--- src/rtl/bounded_le_leb128_serializer_top_macros.svh ---
// Assertion macros for the serializer top level.
`ifndef BOUNDED_LE_LEB128_SERIALIZER_TOP_MACROS_SVH
`define BOUNDED_LE_LEB128_SERIALIZER_TOP_MACROS_SVH

// same-cycle implication, disabled during reset
`define BL128_ASSERT_NOW(label, ante, cons, msg) \
	label: assert property (@(posedge clk) disable iff (!arst_n) (ante) |-> (cons)) \
		else $error(msg);

// next-cycle implication, disabled during reset
`define BL128_ASSERT_NEXT(label, ante, cons, msg) \
	label: assert property (@(posedge clk) disable iff (!arst_n) (ante) |=> (cons)) \
		else $error(msg);

`endif

--- src/rtl/bl128_pkg.sv ---
// Shared types and constants of the bounded LE / LEB128 serializer.
`default_nettype none

package bl128_pkg;

	localparam int unsigned CAP_BITS_DEF = 16;
	localparam int unsigned QUEUE_DEPTH  = 2;
	localparam logic [15:0] CAP_RESET    = 16'hFFFF;

	localparam logic [7:0]  LEB_MASK    = 8'h7f;
	localparam logic [7:0]  LEB_MORE    = 8'h80;
	localparam int unsigned LEB_SHIFT   = 7;
	localparam int unsigned LEB_MAX_LEN = 10;

	// action codes
	localparam logic [2:0] ACT_NEW = 3'd0;
	localparam logic [2:0] ACT_B1  = 3'd1;
	localparam logic [2:0] ACT_B2  = 3'd2;
	localparam logic [2:0] ACT_B3  = 3'd3;
	localparam logic [2:0] ACT_B4  = 3'd4;
	localparam logic [2:0] ACT_B8  = 3'd5;
	localparam logic [2:0] ACT_LEB = 3'd6;

	localparam int unsigned BEAT_CNT_W = 4;

	typedef enum logic [1:0] {
		K_NEW,
		K_FIXED,
		K_LEB,
		K_NOP
	} cmd_kind_t;

	typedef struct packed {
		logic [2:0]  action;
		logic [63:0] value;
	} in_item_t;

	typedef struct packed {
		logic [7:0]  out_byte;
		logic        byte_valid;
		logic [15:0] byte_offset;
		logic        last;
		logic        overflowed;
		logic [15:0] bytes_written;
	} out_item_t;

	// classified command handed from front to back
	typedef struct packed {
		cmd_kind_t             kind;
		logic [BEAT_CNT_W-1:0] cnt;
		logic [63:0]           value;
	} cmd_t;

	typedef struct packed {
		logic full;
		logic empty;
	} q_stat_t;

endpackage

`default_nettype wire

--- src/rtl/bl128_front.sv ---
// Front end: classifies an input beat into a serializer command.
`default_nettype none

module bl128_front import bl128_pkg::*; (
	input  in_item_t item,
	output cmd_t     cmd
);

	logic [BEAT_CNT_W-1:0] leb_len;

	// LEB128 length: one byte per 7-bit group up to the highest nonzero one, at least one
	always_comb begin
		leb_len = BEAT_CNT_W'(1);
		for (int g = 1; g < int'(LEB_MAX_LEN); g++) begin
			if ((item.value >> (LEB_SHIFT * g)) != 64'd0) begin
				leb_len = BEAT_CNT_W'(g + 1);
			end
		end
	end

	always_comb begin
		cmd.value = item.value;
		cmd.cnt   = BEAT_CNT_W'(1);
		cmd.kind  = K_NOP;
		case (item.action) inside
			ACT_NEW: begin
				cmd.kind = K_NEW;
			end
			ACT_B1, ACT_B2, ACT_B3, ACT_B4: begin
				cmd.kind = K_FIXED;
				cmd.cnt  = BEAT_CNT_W'(item.action);
			end
			ACT_B8: begin
				cmd.kind = K_FIXED;
				cmd.cnt  = BEAT_CNT_W'(8);
			end
			ACT_LEB: begin
				cmd.kind = K_LEB;
				cmd.cnt  = leb_len;
			end
			default: begin
				cmd.kind = K_NOP;
			end
		endcase
	end

endmodule

`default_nettype wire

--- src/rtl/bl128_queue.sv ---
// Short command queue between front and back.
`default_nettype none

module bl128_queue import bl128_pkg::*; #(
	parameter int unsigned DEPTH = QUEUE_DEPTH
) (
	input  logic    clk,
	input  logic    arst_n,
	input  logic    push,
	input  cmd_t    wdata,
	input  logic    pop,
	output cmd_t    rdata,
	output q_stat_t stat
);

	localparam int unsigned PTR_W = (DEPTH > 1) ? $clog2(DEPTH) : 1;
	localparam int unsigned CNT_W = $clog2(DEPTH + 1);

	cmd_t             mem_q [DEPTH];
	logic [PTR_W-1:0] wr_ptr_q;
	logic [PTR_W-1:0] rd_ptr_q;
	logic [CNT_W-1:0] cnt_q;
	logic             do_push;
	logic             do_pop;

	assign stat.full  = (cnt_q == CNT_W'(DEPTH));
	assign stat.empty = (cnt_q == '0);
	assign do_push    = push && !stat.full;
	assign do_pop     = pop && !stat.empty;
	assign rdata      = mem_q[rd_ptr_q];

	always_ff @(posedge clk) begin
		if (do_push) begin
			mem_q[wr_ptr_q] <= wdata;
		end
	end

	always_ff @(posedge clk or negedge arst_n) begin
		if (!arst_n) begin
			wr_ptr_q <= '0;
			rd_ptr_q <= '0;
			cnt_q    <= '0;
		end else begin
			if (do_push) begin
				wr_ptr_q <= (wr_ptr_q == PTR_W'(DEPTH - 1)) ? '0 : wr_ptr_q + 1'b1;
			end
			if (do_pop) begin
				rd_ptr_q <= (rd_ptr_q == PTR_W'(DEPTH - 1)) ? '0 : rd_ptr_q + 1'b1;
			end
			if (do_push && !do_pop) begin
				cnt_q <= cnt_q + 1'b1;
			end else if (do_pop && !do_push) begin
				cnt_q <= cnt_q - 1'b1;
			end
		end
	end

endmodule

`default_nettype wire

--- src/rtl/bl128_back.sv ---
// Back end: holds position and overflow state, emits one result beat per cycle unless stalled.
`default_nettype none

module bl128_back import bl128_pkg::*; #(
	parameter int unsigned CAPACITY_BITS = CAP_BITS_DEF
) (
	input  logic        clk,
	input  logic        arst_n,
	input  logic        cfg_we,
	input  logic [15:0] cfg_wdata,
	input  q_stat_t     q_stat,
	input  cmd_t        q_cmd,
	output logic        q_pop,
	output logic        res_valid,
	input  logic        res_stall,
	output out_item_t   res
);

	localparam int unsigned PW = CAPACITY_BITS;
	localparam int unsigned SW = CAPACITY_BITS + 1;

	logic [15:0]           cap_q;
	logic [PW-1:0]         pos_q;
	logic                  ovf_q;
	logic                  busy_q;
	logic                  first_q;
	cmd_kind_t             kind_q;
	logic [BEAT_CNT_W-1:0] cnt_q;
	logic [63:0]           val_q;
	logic                  res_valid_q;
	out_item_t             res_q;

	logic [PW-1:0]   cap_eff;
	logic            fit_n;
	logic            fit_1;
	logic            adv;
	logic            fin;
	logic            more;
	logic [PW-1:0]   pos_n;
	logic            ovf_n;
	logic [63:0]     val_n;
	out_item_t       o;

	assign cap_eff = PW'(cap_q);
	assign fit_n   = ({1'b0, pos_q} + SW'(cnt_q)) <= {1'b0, cap_eff};
	assign fit_1   = pos_q < cap_eff;
	assign adv     = busy_q && (!res_valid_q || !res_stall);
	assign q_pop   = !q_stat.empty && (!busy_q || (adv && fin));
	assign more    = (cnt_q != BEAT_CNT_W'(1));

	assign res_valid = res_valid_q;
	assign res       = res_q;

	always_comb begin
		o           = '0;
		pos_n       = pos_q;
		ovf_n       = ovf_q;
		val_n       = val_q;
		fin         = 1'b1;
		o.byte_offset = 16'(pos_q);
		case (kind_q)
			K_NEW: begin
				pos_n         = '0;
				ovf_n         = 1'b0;
				o.byte_offset = '0;
			end
			K_FIXED: begin
				if (first_q && !fit_n) begin
					ovf_n = 1'b1;
				end else begin
					o.out_byte   = val_q[7:0];
					o.byte_valid = 1'b1;
					pos_n        = pos_q + 1'b1;
					val_n        = val_q >> 8;
					fin          = !more;
				end
			end
			K_LEB: begin
				// a byte that does not fit still takes a beat
				if (fit_1) begin
					o.out_byte   = (val_q[7:0] & LEB_MASK) | (more ? LEB_MORE : 8'h00);
					o.byte_valid = 1'b1;
					pos_n        = pos_q + 1'b1;
				end else begin
					ovf_n = 1'b1;
				end
				val_n = val_q >> LEB_SHIFT;
				fin   = !more;
			end
			default: begin
				fin = 1'b1;
			end
		endcase
		o.last          = fin;
		o.overflowed    = ovf_n;
		o.bytes_written = 16'(pos_n);
	end

	always_ff @(posedge clk) begin
		if (adv) begin
			res_q <= o;
		end
		if (q_pop) begin
			kind_q <= q_cmd.kind;
			cnt_q  <= q_cmd.cnt;
			val_q  <= q_cmd.value;
		end else if (adv) begin
			val_q <= val_n;
			cnt_q <= cnt_q - 1'b1;
		end
	end

	always_ff @(posedge clk or negedge arst_n) begin
		if (!arst_n) begin
			cap_q       <= CAP_RESET;
			pos_q       <= '0;
			ovf_q       <= 1'b0;
			busy_q      <= 1'b0;
			first_q     <= 1'b0;
			res_valid_q <= 1'b0;
		end else begin
			if (cfg_we) begin
				cap_q <= cfg_wdata;
			end
			if (adv) begin
				pos_q       <= pos_n;
				ovf_q       <= ovf_n;
				res_valid_q <= 1'b1;
			end else if (!res_stall) begin
				res_valid_q <= 1'b0;
			end
			if (q_pop) begin
				busy_q  <= 1'b1;
				first_q <= 1'b1;
			end else if (adv) begin
				first_q <= 1'b0;
				if (fin) begin
					busy_q <= 1'b0;
				end
			end
		end
	end

endmodule

`default_nettype wire

--- src/rtl/bounded_le_leb128_serializer_top.sv ---
// Path: input beat -> command queue -> back-end command registers -> result register.
// Throughput: one result beat per cycle from the back-end sequencer unless res_stall
// holds it; n beats for an n-byte fixed write that fits, 1 to 10 for LEB128, else 1.
// The command queue lets the next input beat in while results are still going out.
// Reset: position and overflow cleared, capacity 65535, queue and output empty.
`default_nettype none

`include "bounded_le_leb128_serializer_top_macros.svh"

module bounded_le_leb128_serializer_top import bl128_pkg::*; #(
	parameter int unsigned CAPACITY_BITS = CAP_BITS_DEF,
	parameter int unsigned Q_DEPTH       = QUEUE_DEPTH
) (
	input  logic        clk,
	input  logic        arst_n,
	input  logic        cfg_we,
	input  logic [15:0] cfg_wdata,
	input  logic        item_valid,
	output logic        item_stall,
	input  in_item_t    item,
	output logic        res_valid,
	input  logic        res_stall,
	output out_item_t   res
);

	cmd_t    f_cmd;
	cmd_t    q_cmd;
	q_stat_t q_stat;
	logic    q_pop;

	assign item_stall = q_stat.full;

	bl128_front u_front (
		.item (item),
		.cmd  (f_cmd)
	);

	bl128_queue #(
		.DEPTH (Q_DEPTH)
	) u_queue (
		.clk    (clk),
		.arst_n (arst_n),
		.push   (item_valid),
		.wdata  (f_cmd),
		.pop    (q_pop),
		.rdata  (q_cmd),
		.stat   (q_stat)
	);

	bl128_back #(
		.CAPACITY_BITS (CAPACITY_BITS)
	) u_back (
		.clk       (clk),
		.arst_n    (arst_n),
		.cfg_we    (cfg_we),
		.cfg_wdata (cfg_wdata),
		.q_stat    (q_stat),
		.q_cmd     (q_cmd),
		.q_pop     (q_pop),
		.res_valid (res_valid),
		.res_stall (res_stall),
		.res       (res)
	);

	`BL128_ASSERT_NOW(a_pos_advance, res_valid && res.byte_valid, res.bytes_written == res.byte_offset + 16'd1, "stored byte must advance the position by one")
	`BL128_ASSERT_NOW(a_status_zero, res_valid && !res.byte_valid, res.out_byte == 8'd0, "status beat must carry a zero byte")
	`BL128_ASSERT_NOW(a_mid_beat, res_valid && !res.last, res.byte_valid || res.overflowed, "non-final beat is a stored byte or a dropped LEB128 byte")
	`BL128_ASSERT_NEXT(a_queued, item_valid && !item_stall, !q_stat.empty, "accepted input beat must be queued")

endmodule

`default_nettype wire
--- config.mk ---
export PLATFORM = sky130hd
export DESIGN_NAME = bounded_le_leb128_serializer_top
export DESIGN_NICKNAME = d
export VERILOG_FILES = /design/src/rtl/bl128_pkg.sv /design/src/rtl/bl128_front.sv /design/src/rtl/bl128_queue.sv /design/src/rtl/bl128_back.sv /design/src/rtl/bounded_le_leb128_serializer_top.sv
export VERILOG_INCLUDE_DIRS = /design/src /design/src/rtl
export SDC_FILE = /design/constraint.sdc
export NUM_CORES = 1
export LEC_CHECK = 0
export BUFFER_PORTS_ARGS = -buffer_cell sky130_fd_sc_hd__buf_2
export CAP_MARGIN = 15
export CORE_MARGIN = 8
export CORE_UTILIZATION = 61
export CTS_BUF_LIST = sky130_fd_sc_hd__clkbuf_8
export DETAILED_ROUTE_END_ITERATION = 12
export PLACE_DENSITY = 0.8
export SYNTH_ARGS = -nofsm -noshare
export SYNTH_HDL_FRONTEND = slang
export SYNTH_SLANG_ARGS = --single-unit
export TNS_END_PERCENT = 30
--- constraint.sdc ---
create_clock -name clk -period 11 [get_ports clk]
set_input_delay 0.55 -clock clk [delete_from_list [all_inputs] [get_ports clk]]
set_output_delay 0.55 -clock clk [all_outputs]
set_load 0.05 [all_outputs]
== Word-level counts from Yosys, hierarchy flattened ==
Memory sizes are Yosys's and may differ from the RTL's.
Cells that the tools add are included.

* $add $sub $neg: 7
* Multipliers: 0
* Divide/modulo/power cells: 0
* Magnitude comparators: 2
* Equal/unequal tests: 12
* Shifts and indexed selects: 0
* Multiplexer cells: 48
* Bitwise operators: 1
* Reduce and logical (&&, ||, !) cells: 37

{| class="wikitable"
|+ Operators with widths
! kind !! count
|-
| nonzero test 64 bit || 8
|-
| 2-to-1 mux 64 bit || 3
|-
| one-hot mux 64 bit (2 select lines) || 1
|-
| 2-to-1 mux 4 bit || 14
|-
| one-hot mux 16 bit (3 select lines) || 1
|-
| 2-to-1 mux 16 bit || 2
|-
| 2-to-1 mux 9 bit || 2
|-
| one-hot mux 9 bit (2 select lines) || 1
|-
| adder 16 x 4 -> 17 bit || 1
|-
| less-or-equal comparator 17 x 16 -> 1 bit || 1
|-
| adder 16 x 1 -> 16 bit (second input constant) || 1
|-
| < comparator 16 bit || 1
|-
| 2-to-1 mux 1 bit || 15
|-
| 2-to-1 mux 2 bit || 6
|-
| equality test 3 bit (second input constant) || 3
|-
| logical NOT 1 bit || 9
|-
| logical AND 1 bit || 8
|-
| 2-to-1 mux 8 bit || 1
|-
| bitwise OR 7 x 8 -> 8 bit || 1
|-
| equality test 3 x 2 -> 1 bit (second input constant) || 2
|-
| nonzero test 2 bit || 3
|-
| equality test 2 bit (second input constant) || 2
|-
| logical NOT 2 bit || 2
|-
| != test 4 x 1 -> 1 bit (second input constant) || 1
|-
| 16 further kinds || 18
|}

* Flip-flop bits (word level): 153
* Bits in latches: 0
* Bits in writable memories: 140
* Bits in read-only memories: 0
* Output and inout bits: 45
* Word-level logic and storage cells: 126
* Memories: 1

{| class="wikitable"
|+ Memory list
! name !! depth !! bits a word !! rd ports !! clocked after memory_dff !! write ports !! line !! source
|-
| u_queue.mem_q || 2 || 70 || 1 || 0 || 1 || bl128_queue.sv:19 || <nowiki>cmd_t mem_q [DEPTH];</nowiki>
|}

== Longest topological paths before layout ==
* Depth after elaboration: 14
* Mapped depth: 21

== By module ==
From an unflattened synthesis, not the netlist that was laid out.

* Cells, all modules: 1047
* Area total of the unflattened synthesis: 15038.2 µm²

{| class="wikitable"
|+ Modules (own cells, without submodules)
! module !! instances !! cells an instance !! area each (µm²) !! sequential area each (µm²)
|-
| bl128_back || 1 || 699 || 8632.0 || 4314.1
|-
| bl128_queue || 1 || 237 || 5599.1 || 4304.1
|-
| bl128_front || 1 || 111 || 807.0 || 0.0
|}

== Worst setup path before layout ==
OpenSTA, ideal clock, no wires.

* Path type: register -> register
* Start point: register u_back.pos_q[0]
* End point: register u_back.val_q[0], enable pin
* Setup time: 574 ps
* Arrival time: 7630 ps
* Required time: 10426 ps
* Path slack: 2796 ps
* Cell stages (with the launch flop): 16
* Path through: dfrtp_1 > ha_1 > inv_1 > fa_1 > nand2b_1 > a21oi_1 > nand3_1 > xnor2_1 > ha_1 > and4_1 > nand4_1 > o31ai_1 > a21oi_1 > o21ai_0 > nand2_1 > o21ai_0

* Longest elaborated chain between the ends: 11
* Elaborated cells between the ends (all ways): 13
* Classes of those cells: add/sub (1); order compare (1); eq/ne (1); mux (2); reduce/logical (8)

{| class="wikitable"
|+ RTL lines
! item !! line !! source
|-
| start, declared || bl128_back.sv:23 || <nowiki>logic [PW-1:0] pos_q;</nowiki>
|-
| start signal, assigned || bl128_back.sv:126 || <nowiki>pos_q <= pos_n;</nowiki>
|-
| adder 16 x 4 -> 17 bit * || bl128_back.sv:45 || <nowiki>assign fit_n = ({1'b0, pos_q} + SW'(cnt_q)) <= {1'b0, cap_eff};</nowiki>
|-
| less-or-equal comparator 17 x 16 -> 1 bit * || bl128_back.sv:45 ||
|-
| logical NOT 1 bit * || bl128_back.sv:68 || <nowiki>if (first_q && !fit_n) begin</nowiki>
|-
| logical AND 1 bit * || bl128_back.sv:68 ||
|-
| 2-to-1 mux 1 bit || bl128_back.sv:68 ||
|-
| one-hot mux 1 bit (2 select lines) || bl128_back.sv:61 || <nowiki>case (kind_q)</nowiki>
|-
| logical AND 1 bit || bl128_back.sv:48 || <nowiki>assign q_pop = !q_stat.empty && (!busy_q || (adv && fin));</nowiki>
|-
| logical OR 1 bit || bl128_back.sv:48 ||
|-
| logical AND 1 bit || bl128_back.sv:48 ||
|-
| != test 3 bit (no source line) (tied with other cells) || -- ||
|-
| AND reduction 3 bit (no source line) * || -- ||
|-
| end signal, assigned || bl128_back.sv:106 || <nowiki>val_q <= q_cmd.value;</nowiki>
|-
| end signal, assigned || bl128_back.sv:108 || <nowiki>val_q <= val_n;</nowiki>
|-
| end, declared || bl128_back.sv:29 || <nowiki>logic [63:0] val_q;</nowiki>
|}

Mark *: on every way between the ends. The rest lies on a longest branch, timed or not.
A chain may end at the register's enable or synchronous reset.

== Worst setup path after layout ==
* Start point: register u_back.pos_q[0]
* End point: register u_queue.cnt_q[1]

* Longest elaborated chain between the ends: 13
* Elaborated cells between the ends (all ways): 15
* Classes of those cells: add/sub (1); order compare (1); mux (3); reduce/logical (10)

{| class="wikitable"
|+ RTL lines
! item !! line !! source
|-
| adder 16 x 4 -> 17 bit * || bl128_back.sv:45 ||
|-
| less-or-equal comparator 17 x 16 -> 1 bit * || bl128_back.sv:45 ||
|-
| logical NOT 1 bit * || bl128_back.sv:68 ||
|-
| logical AND 1 bit * || bl128_back.sv:68 ||
|-
| 2-to-1 mux 1 bit * || bl128_back.sv:68 ||
|-
| one-hot mux 1 bit (2 select lines) * || bl128_back.sv:61 ||
|-
| logical AND 1 bit * || bl128_back.sv:48 ||
|-
| logical OR 1 bit * || bl128_back.sv:48 ||
|-
| logical AND 1 bit * || bl128_back.sv:48 ||
|-
| logical AND 1 bit * || bl128_queue.sv:29 || <nowiki>assign do_pop = pop && !stat.empty;</nowiki>
|-
| logical NOT 1 bit || bl128_queue.sv:50 || <nowiki>if (do_push && !do_pop) begin</nowiki>
|-
| logical AND 1 bit || bl128_queue.sv:50 ||
|-
| 2-to-1 mux 2 bit or nonzero test 2 bit (tied branches) || -- ||
|-
| end signal, assigned || bl128_queue.sv:51 || <nowiki>cnt_q <= cnt_q + 1'b1;</nowiki>
|-
| end signal, assigned || bl128_queue.sv:53 || <nowiki>cnt_q <= cnt_q - 1'b1;</nowiki>
|-
| end, declared || bl128_queue.sv:22 || <nowiki>logic [CNT_W-1:0] cnt_q;</nowiki>
|}

Marks and branches as above.

==> results_dict.tcl <==
set metrics [dict create \
    status "finished clean" \
    gp_congestion 0.854 \
    grt_pass1_wl_mm 44.6 \
    r2r_start "u_back.pos_q[0]" \
    grt_max_degree 71 \
    synth.area.top_cells "edfxtp_1 (56%), mux2i_1 (14%), dfrtp_1 (4.4%), ha_1 (3.9%), dfstp_2 (3.1%)" \
    synth_edf_count 253 \
    tightest_slew_ps 1070 \
    dr.pass1.iters 5 \
    worstPathMaxFanout 51 \
    cts_buffers 48 \
    r2r_slack_ps 5040 \
    row_count 54 \
    drv_slew 0 \
    worstPathArrival_ps 6390 \
    intPower_uw 2630 \
    clockPowerShare_pct 21.3 \
    fin_skew_ps 23.3 \
    fin_crit_sh_pct 54.2 \
    synthArstFlopShare_pct 13.7 \
    critPathRequiredTime_ps 11430 \
    die_w_microns 166 \
    diodes 0 \
    syn-instance-count 977 \
    dieArea_sq_um 27400 \
    ios 133 \
    final_cell_mix "edfxtp_1 (253), mux2i_1 (186), buf_2 (132), clkbuf_8 (50)" \
    start_kind "register" \
    ir_drop_uv 186 \
    fmax_mhz 168 \
    clkSinkCount 293 \
    ys_seq_area_share_pct 63.1 \
    synth_area_per_cell_sq_um 14.0 \
    p_seq_share_pct 45.7 \
    cts_setup_buffers 0 \
    cts_tree "yes" \
    root_buffer "clkbuf_8" \
    vias 8395 \
    grt_usage_pct 20.6 \
    die_height_microns 166 \
    antenna_found_initial 2 \
    numPortBuffers 132 \
    p_comb_share_pct 33.0 \
    htree_levels 2 \
    post_cts_resized 0 \
    rsz0062_at_grt "no" \
    holdBufCountCts 0 \
    wl_per_cell_microns 19.4 \
    final_common_cell "edfxtp_1" \
    hp-class "in2async" \
    crit_path_end_kind "register" \
    rr_endpoint "u_queue.cnt_q[1]" \
    route.detailed.drc 0 \
    wirelength_mm 27.9 \
    cap_viol_max_count 0 \
    yosys.area.top_type_share_pct 55.7 \
    drt_iter0_drc 591 \
    start_util_pct 62.3 \
    synth_seq_cells 293 \
    period_minus_slack_ps 5960 \
    yosysTopAreaCell "edfxtp_1" \
    tns_ps 0 \
    yosysWarnings 0 \
    fillers 1540 \
    crit_type "reg2reg" \
    finish.utilization_pct 70.5 \
    via_per_inst 5.85 \
    synth_cell_types 60 \
    power_switching_uw 1450 \
    area_growth_pct 13.2 \
    grt_pass1_vias 8683 \
    synthesis.nets 1109 \
    leakagePower_uw 0.00655 \
    coreArea_sq_um 21900 \
    power_density_nw_per_um2 265 \
    place_hpwl_mm 18.9 \
    crit_path_start "u_back.pos_q[0]" \
    syn-cell-area_sq_um 13600 \
    timing.final.hold_violations 0 \
    endpoint "u_queue.cnt_q[1]" \
    insertion_delay_ps 570 \
    clockBufferDepth 3 \
    setup_viol_count_final 0 \
    ant_nets 0 \
    relSlewSlack_pct 28.7 \
    nNetsFinal 1248 \
    path_clk_slew_ps 60 \
    overflow 0 \
    synth_ff_type "edfxtp_1" \
    drive_above_1_share_pct 20.2 \
    worstRegToRegCells 19 \
    p_sw_share_pct 35.6 \
]
[flip-flops by register name, indices dropped and copies added, names as in the netlist]
| signal | count |
|---|---|
| u_back.res_valid | 1 |
| u_back.val_q | 64 |
| u_queue.cnt_q | 2 |
| u_back.ovf_q | 1 |
| u_back.first_q | 1 |
| u_back.kind_q | 2 |
| u_queue.mem_q | 140 |
| u_back.cnt_q | 4 |
| u_queue.rd_ptr_q | 1 |
| u_back.pos_q | 16 |
| u_back.res | 43 |
| u_back.cap_eff | 16 |
| u_queue.wr_ptr_q | 1 |
| u_back.busy_q | 1 |
[area by class of cell]
cell class | instances | area [sq um] | area share (%)
Timing Repair Buffer | 141 | 728 | 4.72
Clock buffer | 50 | 688 | 4.46
Inverter | 30 | 113 | 0.729
Tap cell | 280 | 350 | 2.27
Clock inverter | 40 | 208 | 1.34
Sequential cell | 293 | 8620 | 55.8
Multi-Input combinational cell | 602 | 4730 | 30.7
[metal layers]
metal  share of wire, %  wire length [microns]  vias to the layer above  track usage, %
li1                   -                      -                     4042               -
met1                 41                  11500                     4062            25.7
met2                 50                  14000                      225            34.9
met3                5.7                   1600                       62            4.21
met4                2.7                    741                        4            7.83
met5               0.10                     29                        -               0
[stage by stage]
stage               hold slack [ps]  worst slack (ps)  cells  power [uW]  instance area (sq um)
floorplan                       254              2800    977        2900                  13600
global placement                507              5270   1345        3200                  14500
detailed placement              502              5100   1345        3250                  14500
CTS                             141              5070   1435        4130                  15400
global route                    159              4560   1436        4320                  15400
finish                          156              5040   1436        4090                  15400
[worst min-delay path by stage]
stage                          from                    to  slack [ps]  cells past startpoint
finish                       arst_n         u_back.busy_q         160                      1
global route                item[3]   u_queue.mem_q[0][3]         160                      1
global placement    u_back.val_q[4]        u_back.res[39]         510                      1
CTS                        item[33]  u_queue.mem_q[1][33]         140                      1
floorplan                    arst_n         u_back.busy_q         250                      0
detailed placement  u_back.val_q[3]        u_back.res[38]         500                      1
[logic make-up (layout without fill, tap and decap cells)]
logic type,count (synthesis),after routing,share of synthesized area (%)
fa+ha+maj,44,44,4.09
buf+inv,82,261,2.53
xor+xnor,21,21,1.35
flops,293,293,63.1
compound gates,118,118,5.68
simple gates,228,228,9.15
mux,191,191,14.1
[critical path: stages (launching register included)]
cell	delay, ps
dfrtp_1	470
ha_1	230
inv_1	60
fa_1	400
nand2b_1	180
a21oi_1	420
nand3_1	160
xnor2_1	170
ha_1	310
and4_1	180
nand4_1	170
o31ai_1	350
a21oi_1	110
or2_2	340
o221ai_4	850
buf_4	770
ha_1	280
xor2_1	150
nor2_1	60
xor2_1	130
[power groups by stage]
stage | logic, uW | registers, uW | clock network (uW)
2_1_floorplan | 910 | 1990 | 0
3_3_place_gp | 1330 | 1870 | 0
3_5_place_dp | 1360 | 1880 | 0
6_report | 1350 | 1870 | 871
4_1_cts | 1360 | 1870 | 894
5_1_grt | 1470 | 1910 | 940
[cells in the mapped netlist, types with 10 or more instances]
cell	number
dfstp_2	16
xnor2_1	15
mux2i_1	186
nor3_1	10
a211o_1	13
nand3_1	28
edfxtp_1	253
clkbuf_1	36
a21oi_1	27
and3_1	17
nor2_1	28
a31oi_1	15
nor4b_1	11
and2_1	11
nand2_1	49
nor2b_1	17
nor4_1	20
ha_1	43
o21ai_0	30
dfrtp_1	24
inv_1	30
Power figures use the tool's default switching activity.
